File: src/rtl/lsps_pkg.sv
package lsps_pkg;

    // Input word opcodes
    localparam logic OP_LOAD = 1'b0;
    localparam logic OP_TICK = 1'b1;

    // One input word
    typedef struct packed {
        logic        op;
        logic [3:0]  task_slot;
        logic [15:0] first_release;
        logic [15:0] exec_time;
        logic [15:0] period;
    } in_item_t;

    // One result word
    typedef struct packed {
        logic               idle;
        logic [3:0]         chosen_slot;
        logic               job_started;
        logic               job_finished;
        logic               at_release;
        logic signed [31:0] chosen_slack;
        logic [31:0]        tick_time;
    } out_item_t;

    // Controller to datapath commands
    typedef struct packed {
        logic load;
        logic tick_start;
        logic rd_en;
        logic commit;
    } cmd_t;

    // Datapath to controller status
    typedef struct packed {
        logic out_free;
    } status_t;

endpackage

File: src/rtl/lsps_ctrl.sv
module lsps_ctrl
    import lsps_pkg::*;
#(
    parameter int MAX_TASKS = 16,
    parameter int SLOT_W    = 4
) (
    input  logic              aclk,
    input  logic              aresetn,
    input  logic              s_valid,
    output logic              s_ready,
    input  logic              s_op,
    input  logic              cfg_valid,
    output logic              cfg_ready,
    input  logic [4:0]        cfg_data,
    input  status_t           status,
    output cmd_t              cmd,
    output logic [SLOT_W-1:0] rd_addr
);

    localparam int CNT_W = $clog2(MAX_TASKS + 1);

    localparam logic [2:0] ST_IDLE   = 3'd0;
    localparam logic [2:0] ST_SCAN   = 3'd1;
    localparam logic [2:0] ST_FLUSH1 = 3'd2;
    localparam logic [2:0] ST_FLUSH2 = 3'd3;
    localparam logic [2:0] ST_COMMIT = 3'd4;

    logic [2:0]        state_reg, state_next;
    logic [SLOT_W-1:0] idx_reg, idx_next;
    logic [4:0]        task_count_reg;
    logic [CNT_W-1:0]  eff_count;
    logic              scan_last;

    // Clamp the slot count to the table depth
    always_comb begin
        if (int'(task_count_reg) > MAX_TASKS) begin
            eff_count = CNT_W'(MAX_TASKS);
        end else begin
            eff_count = CNT_W'(task_count_reg);
        end
    end

    assign scan_last = (CNT_W'(idx_reg) + CNT_W'(1)) == eff_count;
    assign cfg_ready = 1'b1;
    assign rd_addr   = idx_reg;

    // Hold the slot count register
    always_ff @(posedge aclk) begin
        if (!aresetn) begin
            task_count_reg <= 5'd0;
        end else if (cfg_valid && cfg_ready) begin
            task_count_reg <= cfg_data;
        end
    end

    // Sequence one word: load, or scan, flush, commit
    always_comb begin
        state_next = state_reg;
        idx_next   = idx_reg;
        cmd        = '0;
        s_ready    = 1'b0;
        unique case (state_reg)
            ST_IDLE: begin
                s_ready = 1'b1;
                if (s_valid) begin
                    if (s_op == OP_TICK) begin
                        cmd.tick_start = 1'b1;
                        idx_next       = '0;
                        if (eff_count == '0) begin
                            state_next = ST_COMMIT;
                        end else begin
                            state_next = ST_SCAN;
                        end
                    end else begin
                        cmd.load = 1'b1;
                    end
                end
            end
            ST_SCAN: begin
                cmd.rd_en = 1'b1;
                if (scan_last) begin
                    state_next = ST_FLUSH1;
                end else begin
                    idx_next = idx_reg + SLOT_W'(1);
                end
            end
            ST_FLUSH1: begin
                state_next = ST_FLUSH2;
            end
            ST_FLUSH2: begin
                state_next = ST_COMMIT;
            end
            ST_COMMIT: begin
                if (status.out_free) begin
                    cmd.commit = 1'b1;
                    state_next = ST_IDLE;
                end
            end
            default: begin
                state_next = ST_IDLE;
            end
        endcase
    end

    always_ff @(posedge aclk) begin
        if (!aresetn) begin
            state_reg <= ST_IDLE;
            idx_reg   <= '0;
        end else begin
            state_reg <= state_next;
            idx_reg   <= idx_next;
        end
    end

endmodule

File: src/rtl/lsps_datapath.sv
module lsps_datapath
    import lsps_pkg::*;
#(
    parameter int MAX_TASKS = 16,
    parameter int TIME_BITS = 32,
    parameter int SLOT_W    = 4
) (
    input  logic              aclk,
    input  logic              aresetn,
    input  in_item_t          s_data,
    input  cmd_t              cmd,
    input  logic [SLOT_W-1:0] rd_addr,
    output status_t           status,
    output logic              m_valid,
    input  logic              m_ready,
    output out_item_t         m_data
);

    localparam int SW = TIME_BITS + 2;

    // Task table
    logic [TIME_BITS-1:0] rel_mem [MAX_TASKS];
    logic [TIME_BITS-1:0] dl_mem  [MAX_TASKS];
    logic [15:0]          rem_mem [MAX_TASKS];
    logic [15:0]          exe_mem [MAX_TASKS];
    logic [15:0]          per_mem [MAX_TASKS];

    logic [MAX_TASKS-1:0] in_progress_reg;
    logic [TIME_BITS-1:0] now_reg;

    // Read stage
    logic                 rd_vld_reg;
    logic [SLOT_W-1:0]    rd_idx_reg;
    logic [TIME_BITS-1:0] rel_rd_reg, dl_rd_reg;
    logic [15:0]          rem_rd_reg, exe_rd_reg, per_rd_reg;

    // Slack stage
    logic                 s1_vld_reg, s1_released_reg;
    logic [SLOT_W-1:0]    s1_idx_reg;
    logic signed [SW-1:0] s1_slack_reg;
    logic [TIME_BITS-1:0] s1_rel_reg, s1_dl_reg;
    logic [15:0]          s1_rem_reg, s1_exe_reg, s1_per_reg;

    // Best candidate so far
    logic                 found_reg;
    logic [SLOT_W-1:0]    best_idx_reg;
    logic signed [SW-1:0] best_slack_reg;
    logic [TIME_BITS-1:0] best_rel_reg, best_dl_reg;
    logic [15:0]          best_rem_reg, best_exe_reg, best_per_reg;

    logic                 out_valid_reg;
    out_item_t            out_data_reg;

    logic                 load_ok, finished, take;
    logic                 wr_en;
    logic [SLOT_W-1:0]    wr_addr;
    logic [TIME_BITS-1:0] wr_rel, wr_dl;
    logic [15:0]          wr_rem, wr_exe, wr_per;
    logic signed [SW-1:0] slack_calc;
    logic signed [63:0]   slack_wide;
    logic [31:0]          slack_sat;
    out_item_t            result;

    assign load_ok  = int'(s_data.task_slot) < MAX_TASKS;
    assign finished = best_rem_reg <= 16'd1;
    assign status.out_free = !out_valid_reg || m_ready;

    // Select the table write: a load or the chosen task's advance
    always_comb begin
        wr_en   = 1'b0;
        wr_addr = best_idx_reg;
        wr_rel  = best_rel_reg;
        wr_dl   = best_dl_reg;
        wr_rem  = best_rem_reg - 16'd1;
        wr_exe  = best_exe_reg;
        wr_per  = best_per_reg;
        if (cmd.load) begin
            wr_en   = load_ok;
            wr_addr = SLOT_W'(s_data.task_slot);
            wr_rel  = TIME_BITS'(s_data.first_release);
            wr_dl   = TIME_BITS'(s_data.first_release) + TIME_BITS'(s_data.period);
            wr_rem  = s_data.exec_time;
            wr_exe  = s_data.exec_time;
            wr_per  = s_data.period;
        end else if (cmd.commit) begin
            wr_en = found_reg;
            if (finished) begin
                wr_rel = best_rel_reg + TIME_BITS'(best_per_reg);
                wr_dl  = best_dl_reg + TIME_BITS'(best_per_reg);
                wr_rem = best_exe_reg;
            end
        end
    end

    always_ff @(posedge aclk) begin
        if (wr_en) begin
            rel_mem[wr_addr] <= wr_rel;
            dl_mem[wr_addr]  <= wr_dl;
            rem_mem[wr_addr] <= wr_rem;
            exe_mem[wr_addr] <= wr_exe;
            per_mem[wr_addr] <= wr_per;
        end
    end

    // Read one slot per scan cycle
    always_ff @(posedge aclk) begin
        if (cmd.rd_en) begin
            rel_rd_reg <= rel_mem[rd_addr];
            dl_rd_reg  <= dl_mem[rd_addr];
            rem_rd_reg <= rem_mem[rd_addr];
            exe_rd_reg <= exe_mem[rd_addr];
            per_rd_reg <= per_mem[rd_addr];
            rd_idx_reg <= rd_addr;
        end
    end

    // Slack: deadline minus remaining minus now, exact
    assign slack_calc = SW'(dl_rd_reg) - SW'(rem_rd_reg) - SW'(now_reg);

    always_ff @(posedge aclk) begin
        s1_released_reg <= rel_rd_reg <= now_reg;
        s1_slack_reg    <= slack_calc;
        s1_idx_reg      <= rd_idx_reg;
        s1_rel_reg      <= rel_rd_reg;
        s1_dl_reg       <= dl_rd_reg;
        s1_rem_reg      <= rem_rd_reg;
        s1_exe_reg      <= exe_rd_reg;
        s1_per_reg      <= per_rd_reg;
    end

    // Keep the strictly smaller slack; ties stay with the lower slot
    assign take = s1_vld_reg && s1_released_reg &&
                  (!found_reg || (s1_slack_reg < best_slack_reg));

    always_ff @(posedge aclk) begin
        if (take) begin
            best_idx_reg   <= s1_idx_reg;
            best_slack_reg <= s1_slack_reg;
            best_rel_reg   <= s1_rel_reg;
            best_dl_reg    <= s1_dl_reg;
            best_rem_reg   <= s1_rem_reg;
            best_exe_reg   <= s1_exe_reg;
            best_per_reg   <= s1_per_reg;
        end
    end

    // Saturate the chosen slack to 32 bits
    assign slack_wide = 64'(best_slack_reg);
    always_comb begin
        if (slack_wide > 64'sd2147483647) begin
            slack_sat = 32'h7fff_ffff;
        end else if (slack_wide < -64'sd2147483648) begin
            slack_sat = 32'h8000_0000;
        end else begin
            slack_sat = slack_wide[31:0];
        end
    end

    // Build the result word
    always_comb begin
        result           = '0;
        result.idle      = !found_reg;
        result.tick_time = 32'(now_reg);
        if (found_reg) begin
            result.chosen_slot  = 4'(best_idx_reg);
            result.job_started  = !in_progress_reg[best_idx_reg];
            result.job_finished = finished;
            result.at_release   = now_reg == best_rel_reg;
            result.chosen_slack = slack_sat;
        end
    end

    always_ff @(posedge aclk) begin
        if (cmd.commit) begin
            out_data_reg <= result;
        end
    end

    // Control state: pipeline valids, found flag, job flags, time, output
    always_ff @(posedge aclk) begin
        if (!aresetn) begin
            rd_vld_reg      <= 1'b0;
            s1_vld_reg      <= 1'b0;
            found_reg       <= 1'b0;
            in_progress_reg <= '0;
            now_reg         <= '0;
            out_valid_reg   <= 1'b0;
        end else begin
            rd_vld_reg <= cmd.rd_en;
            s1_vld_reg <= rd_vld_reg;
            if (cmd.tick_start) begin
                found_reg <= 1'b0;
            end else if (take) begin
                found_reg <= 1'b1;
            end
            if (cmd.load && load_ok) begin
                in_progress_reg[SLOT_W'(s_data.task_slot)] <= 1'b0;
            end else if (cmd.commit && found_reg) begin
                in_progress_reg[best_idx_reg] <= !finished;
            end
            if (cmd.commit) begin
                now_reg       <= now_reg + TIME_BITS'(1);
                out_valid_reg <= 1'b1;
            end else if (m_ready) begin
                out_valid_reg <= 1'b0;
            end
        end
    end

    assign m_valid = out_valid_reg;
    assign m_data  = out_data_reg;

endmodule

File: src/rtl/least_slack_periodic_scheduler.sv
// Least-slack-first scheduler for periodic tasks.
// Input channel (s_valid/s_ready/s_data): a load word fills one task slot
// with first release, execution time and period; a tick word runs one time
// step and gives one result word on the m_ channel. Loads give no result.
// Configuration channel (cfg_valid/cfg_ready/cfg_data) sets the number of
// slots that take part; write it only while the block is idle.
// A load is taken in the idle state. A tick scans N slots, N being the slot count
// clamped to MAX_TASKS: the task table has one read port and the scan
// reads one slot per cycle, then flushes the pipeline and commits.
// With no slots taking part the scan is skipped and the tick goes to commit.
// The result word waits in an output register; the next word is taken
// while it waits, but a tick does not commit until that register is free,
// so a stalled receiver holds the block in its commit cycle.
// Reset clears time, job-in-progress flags, the slot count and the output
// register; the table contents stay undefined until loaded. No clearing
// pass is needed after reset.
module least_slack_periodic_scheduler
    import lsps_pkg::*;
#(
    parameter int MAX_TASKS = 16,
    parameter int TIME_BITS = 32
) (
    input  logic       aclk,
    input  logic       aresetn,
    input  logic       s_valid,
    output logic       s_ready,
    input  in_item_t   s_data,
    output logic       m_valid,
    input  logic       m_ready,
    output out_item_t  m_data,
    input  logic       cfg_valid,
    output logic       cfg_ready,
    input  logic [4:0] cfg_data
);

    localparam int SLOT_W = (MAX_TASKS > 1) ? $clog2(MAX_TASKS) : 1;

    cmd_t              cmd;
    status_t           status;
    logic [SLOT_W-1:0] rd_addr;

    lsps_ctrl #(
        .MAX_TASKS (MAX_TASKS),
        .SLOT_W    (SLOT_W)
    ) u_ctrl (
        .aclk      (aclk),
        .aresetn   (aresetn),
        .s_valid   (s_valid),
        .s_ready   (s_ready),
        .s_op      (s_data.op),
        .cfg_valid (cfg_valid),
        .cfg_ready (cfg_ready),
        .cfg_data  (cfg_data),
        .status    (status),
        .cmd       (cmd),
        .rd_addr   (rd_addr)
    );

    lsps_datapath #(
        .MAX_TASKS (MAX_TASKS),
        .TIME_BITS (TIME_BITS),
        .SLOT_W    (SLOT_W)
    ) u_datapath (
        .aclk    (aclk),
        .aresetn (aresetn),
        .s_data  (s_data),
        .cmd     (cmd),
        .rd_addr (rd_addr),
        .status  (status),
        .m_valid (m_valid),
        .m_ready (m_ready),
        .m_data  (m_data)
    );

endmodule

File: config.mk
export PLATFORM = sky130hd
export DESIGN_NAME = least_slack_periodic_scheduler
export DESIGN_NICKNAME = d
export VERILOG_FILES = /design/src/rtl/lsps_pkg.sv /design/src/rtl/lsps_ctrl.sv /design/src/rtl/lsps_datapath.sv /design/src/rtl/least_slack_periodic_scheduler.sv
export SDC_FILE = /design/constraint.sdc
export NUM_CORES = 2
export LEC_CHECK = 0
export BUFFER_PORTS_ARGS = -buffer_cell sky130_fd_sc_hd__buf_2
export CAP_MARGIN = 20
export CELL_PAD_IN_SITES_DETAIL_PLACEMENT = 1
export CELL_PAD_IN_SITES_GLOBAL_PLACEMENT = 1
export CORE_ASPECT_RATIO = 0.7
export CORE_MARGIN = 2
export CORE_UTILIZATION = 57
export CTS_BUF_LIST = sky130_fd_sc_hd__clkbuf_2
export CTS_CLUSTER_DIAMETER = 40
export DETAILED_ROUTE_END_ITERATION = 7
export PLACE_DENSITY_LB_ADDON = 0.1
export SETUP_SLACK_MARGIN = 0.1
export SLEW_MARGIN = 20
export SYNTH_ARGS = -nofsm -noshare
export SYNTH_HDL_FRONTEND = slang
export SYNTH_SLANG_ARGS = --single-unit
File: constraint.sdc
create_clock -name aclk -period 13 [get_ports aclk]
set_input_delay 2.6 -clock aclk [delete_from_list [all_inputs] [get_ports aclk]]
set_output_delay 2.6 -clock aclk [all_outputs]
set_load 0.05 [all_outputs]
==> metrics.md <==
| Metric | Value |
|---|---|
| Kind of path behind the tightest hold check | `reg -> reg` |
| Number of antenna violations at the first check in global routing | `18` |
| Largest area contributor in the netlist | `edfxtp_1` |
| Routed wire per std cell | `around 32 µm` |
| Minimum clock period after layout | `6.11 ns` |
| Data arrival time at the worst-slack endpoint | `about 7.8 ns` |
| Final Skew | `about 0.16 ns` |
| Category of the critical setup timing path | `reg -> reg` |
| Pin count of the biggest net entering global routing | `roughly 150` |
| Crit-path slowest cell | `o21ai_1` |
| Latest clock arrival within the worst-skew pair | `~1.9 ns` |
| Slew headroom | `0.143` |
| Number of CTS-inserted buffers | `557` |
| Count of final setup violators | `0` |
| Average footprint of a synthesized cell | `between 15 and 20 µm²` |
| Area share of the largest cell type after synthesis | `0.691` |
| Total power of the final layout | `14.4 mW` |
| Number of DRC markers after the initial detailed-route iteration | `just under 6000` |
| Die area | `approximately 170000 µm²` |
| Part of the Yosys area used for sequential elements | `0.738` |
| Reported leakage power | `~33 nW` |
| Cell count after synthesis | `4793` |
| Most common cell on crit path | `nor3_1` |
| Critical path fanouts, max | `6` |
| Chain of cells forming the critical path | `ha_1, fa_1, nor2b_1, o21ai_0, a21oi_1, o21ai_0, o21a_1, o21ai_1, nand2b_1, nor3_1, xor2_1, ha_1, a21o_1, a21o_1, a2111oi_0, nor3_1, nor3_1, a31oi_1, a31oi_1, nor4b_1, a311o_1` |
| Die X | `about 500 µm` |
| RePlAce Congestion | `about 0.84` |
| CP bufs+invs | `0` |
| Required arrival time at the worst endpoint | `about 15 ns` |
| Dpl hpwl | `between 100000 and 150000 µm` |
| Post-synth EDFFs | `between 2000 and 2500` |
| Family with the most delay on the worst path | `compound AO/OA/AOI/OAI gates` |
| Number of cells on the worst hold path | `0` |
| Starting density of the core | `0.575` |
| Portion of the clock cycle consumed by the worst path in the final layout | `0.470` |
| Core utilization of the finished layout | `0.629` |
| Syn-to-layout area delta | `9.38%` |
| Layout net count | `5638` |
| GR Util All Layers | `0.310` |
| Register bit count reported by yosys | `roughly 2300` |
| Number of H-tree levels | `6` |
| Master cell of the clock root buffer | `clkbuf_2` |
| 1st-pass router iterations | `7` |
| Share of layout cells above drive strength 1 | `0.303` |
| I/O pin count | `138` |
| Total power density per cell area | `roughly 140 nW/µm²` |
| Resized Gates After CTS | `0` |
| Placed standard-cell area | `between 90000 and 100000 µm²` |
| Worst hold slack | `0.318 ns` |
| Std-Cell Rows | `roughly 120` |
| Finished layout cell area | `between 100000 and 150000 µm²` |
| Max rail drop VDD | `0.100 mV` |
| Largest registers | `u_datapath.dl_mem (512), u_datapath.rel_mem (512)` |
| Number of buffers between clock root and the deepest sink | `4` |
| Number of filler cells placed in the layout | `between 10000 and 15000` |
| First-pass GRT wire length | `~370000 µm` |
| Sum of routed wire length over all layers | `between 200000 and 300000 µm` |
| Port-buffer cells | `136` |
| Syn nets | `around 5000` |
| Run status | `complete, no violations` |
| Cells on worst reg2reg path | `21` |
| Worst path depth | `21` |
| Y dimension of the die | `around 340 µm` |
| Count of hold-fix buffers inserted at cts | `0` |
| Floorplan core area | `around 160000 µm²` |
| FFs w/ async S/R, synth | `0` |
| Total of warnings raised by yosys | `0` |
| Post-synth top flop | `edfxtp_1` |
| Syn Std Cell Area | `between 90000 and 100000 µm²` |
| Maximum clock rate | `roughly 160 MHz` |
| Count leader, synth | `edfxtp_1` |
| Number of clock sinks | `between 2000 and 2500` |
| Clock slew seen by the registers of the worst setup and hold paths | `roughly 0.1 ns` |
| Nature of the critical path endpoint | `register` |
| Most frequent cells after synthesis | `2130 x edfxtp_1, 565 x mux4_2, 238 x nor2_1` |
| Top cells by area, synth | `edfxtp_1 69%, mux4_2 14%, dfxtp_1 4.7%, ha_1 2.2%, xnor2_1 1.1%` |
| Final-report hold violation count | `0` |
| Actual transition at the worst max-transition pin | `about 1.3 ns` |
| TritonCTS clock tree | `done` |
| Element type at the critical path start | `register` |
| Residual DRC | `0` |
| RSZ-0062 raised after global routing | `false` |
| Antenna Nets Post-Route | `0` |
| Via count of the first global-routing pass | `about 53000` |
| Vias after detailed routing | `approximately 50000` |
| Total grt overflow | `0` |
| Setup bufs post-CTS | `0` |
| Vias/cell | `approximately 6.3` |
| Max-slew violations | `0` |
| Max Cap Viol | `0` |
| Count of cell types in the netlist | `71` |
| Worst path max stage delay | `~0.8 ns` |
| Post-route setup TNS | `0 ns` |
kinds of logic (layout without fill, tap and decap cells):
kind of cell             Yosys count  after routing  synth area share
flip-flops                      2345           2345             0.738
multiplexers                     580            580             0.139
XOR/XNOR                         184            184            0.0174
adder cells (fa/ha/maj)          170            170            0.0234
other                              1             18         0.0000405
AO/OA/AOI/OAI                    478            478            0.0323
AND/OR/NAND/NOR                  719            719            0.0369
buffers and inverters            316           1325            0.0130
cell usage in the layout, fill, tap and decap left out, types with 15 or more instances in the layout:
| master | n |
|---|---|
| edfxtp_1 | 2130 |
| clkbuf_2 | 853 |
| mux4_2 | 565 |
| nor2_1 | 220 |
| dfxtp_1 | 211 |
| nand2_1 | 187 |
| ha_1 | 165 |
| buf_2 | 136 |
| a21oi_1 | 131 |
| inv_1 | 129 |
| xnor2_1 | 112 |
| o21ai_0 | 108 |
| buf_4 | 85 |
| clkinv_1 | 74 |
| xor2_1 | 71 |
| nand3_1 | 51 |
| a21o_1 | 51 |
| nor3_1 | 34 |
| nand4_1 | 30 |
| or3_1 | 28 |
| o211ai_1 | 26 |
| and3_1 | 26 |
| nor2b_1 | 24 |
| nand2b_1 | 21 |
| diode_2 | 17 |
| o21a_1 | 17 |
| a22oi_1 | 17 |
| nor2_4 | 17 |
| a211oi_1 | 16 |
| nor4_1 | 16 |
| inv_2 | 16 |
| and2_1 | 15 |
| buf_12 | 15 |
per-stage QoR:
stage	instances	setup WS (ns)
after floorplan	4793	2.83
after global placement	6967	5.71
after detailed placement	6967	5.67
after CTS	7923	7.02
after global routing	7940	6.55
final	7944	6.89
report_power, final:
group | switching (mW) | internal [mW]
sequential | 0.0910 | 8.42
combinational | 0.708 | 0.402
clock | 2.93 | 1.82
total | 3.73 | 10.6
routing by layer:
metal / up-vias / wire, µm / global-route usage
met2: 2829 / 117000 / 0.470
met5: - / 0 / 0
met3: 389 / 25300 / 0.0733
met4: 0 / 5260 / 0.0803
met1: 26300 / 106000 / 0.461
li1: 20900 / - / -
worst reg2reg max path, cell delays in order, from the launching register on:
cell       delay (ns)
edfxtp_1         0.42
ha_1             0.25
fa_1             0.43
nor2b_1          0.12
o21ai_0          0.12
a21oi_1          0.20
o21ai_0          0.24
o21a_1           0.30
o21ai_1          0.81
nand2b_1         0.28
nor3_1           0.08
xor2_1           0.17
ha_1             0.36
a21o_1           0.20
a21o_1           0.20
a2111oi_0        0.48
nor3_1           0.14
nor3_1           0.15
a31oi_1          0.17
a31oi_1          0.45
nor4b_1          0.11
a311o_1          0.28
final cells by class:
class | count | area (µm²) | share of cell area
clock inverter | 103 | 537 | 0.00530
multi-input combinational | 2132 | 23300 | 0.230
clock buffer | 853 | 4270 | 0.0422
timing repair buffer | 238 | 1640 | 0.0162
antenna | 17 | 42.5 | 0.000420
tap | 2125 | 2660 | 0.0263
sequential | 2345 | 68300 | 0.675
inverter | 131 | 497 | 0.00491
path summary, 6_finish.rpt:
path | slack [ns] | endpoint | startpoint
setup / recovery | 6.89 | u_datapath.s1_slack_reg[31]$_DFF_P_ | u_datapath.rem_rd_reg[0]$_DFFE_PP_
hold / removal | 0.32 | u_datapath.s1_exe_reg[6]$_DFF_P_ | u_datapath.exe_rd_reg[6]$_DFFE_PP_
setup reg to reg | 6.89 | u_datapath.s1_slack_reg[31]$_DFF_P_ | u_datapath.rem_rd_reg[0]$_DFFE_PP_
hold reg to reg | 0.32 | u_datapath.s1_exe_reg[6]$_DFF_P_ | u_datapath.exe_rd_reg[6]$_DFFE_PP_
No activity file was read; power rests on OpenSTA's default activity.
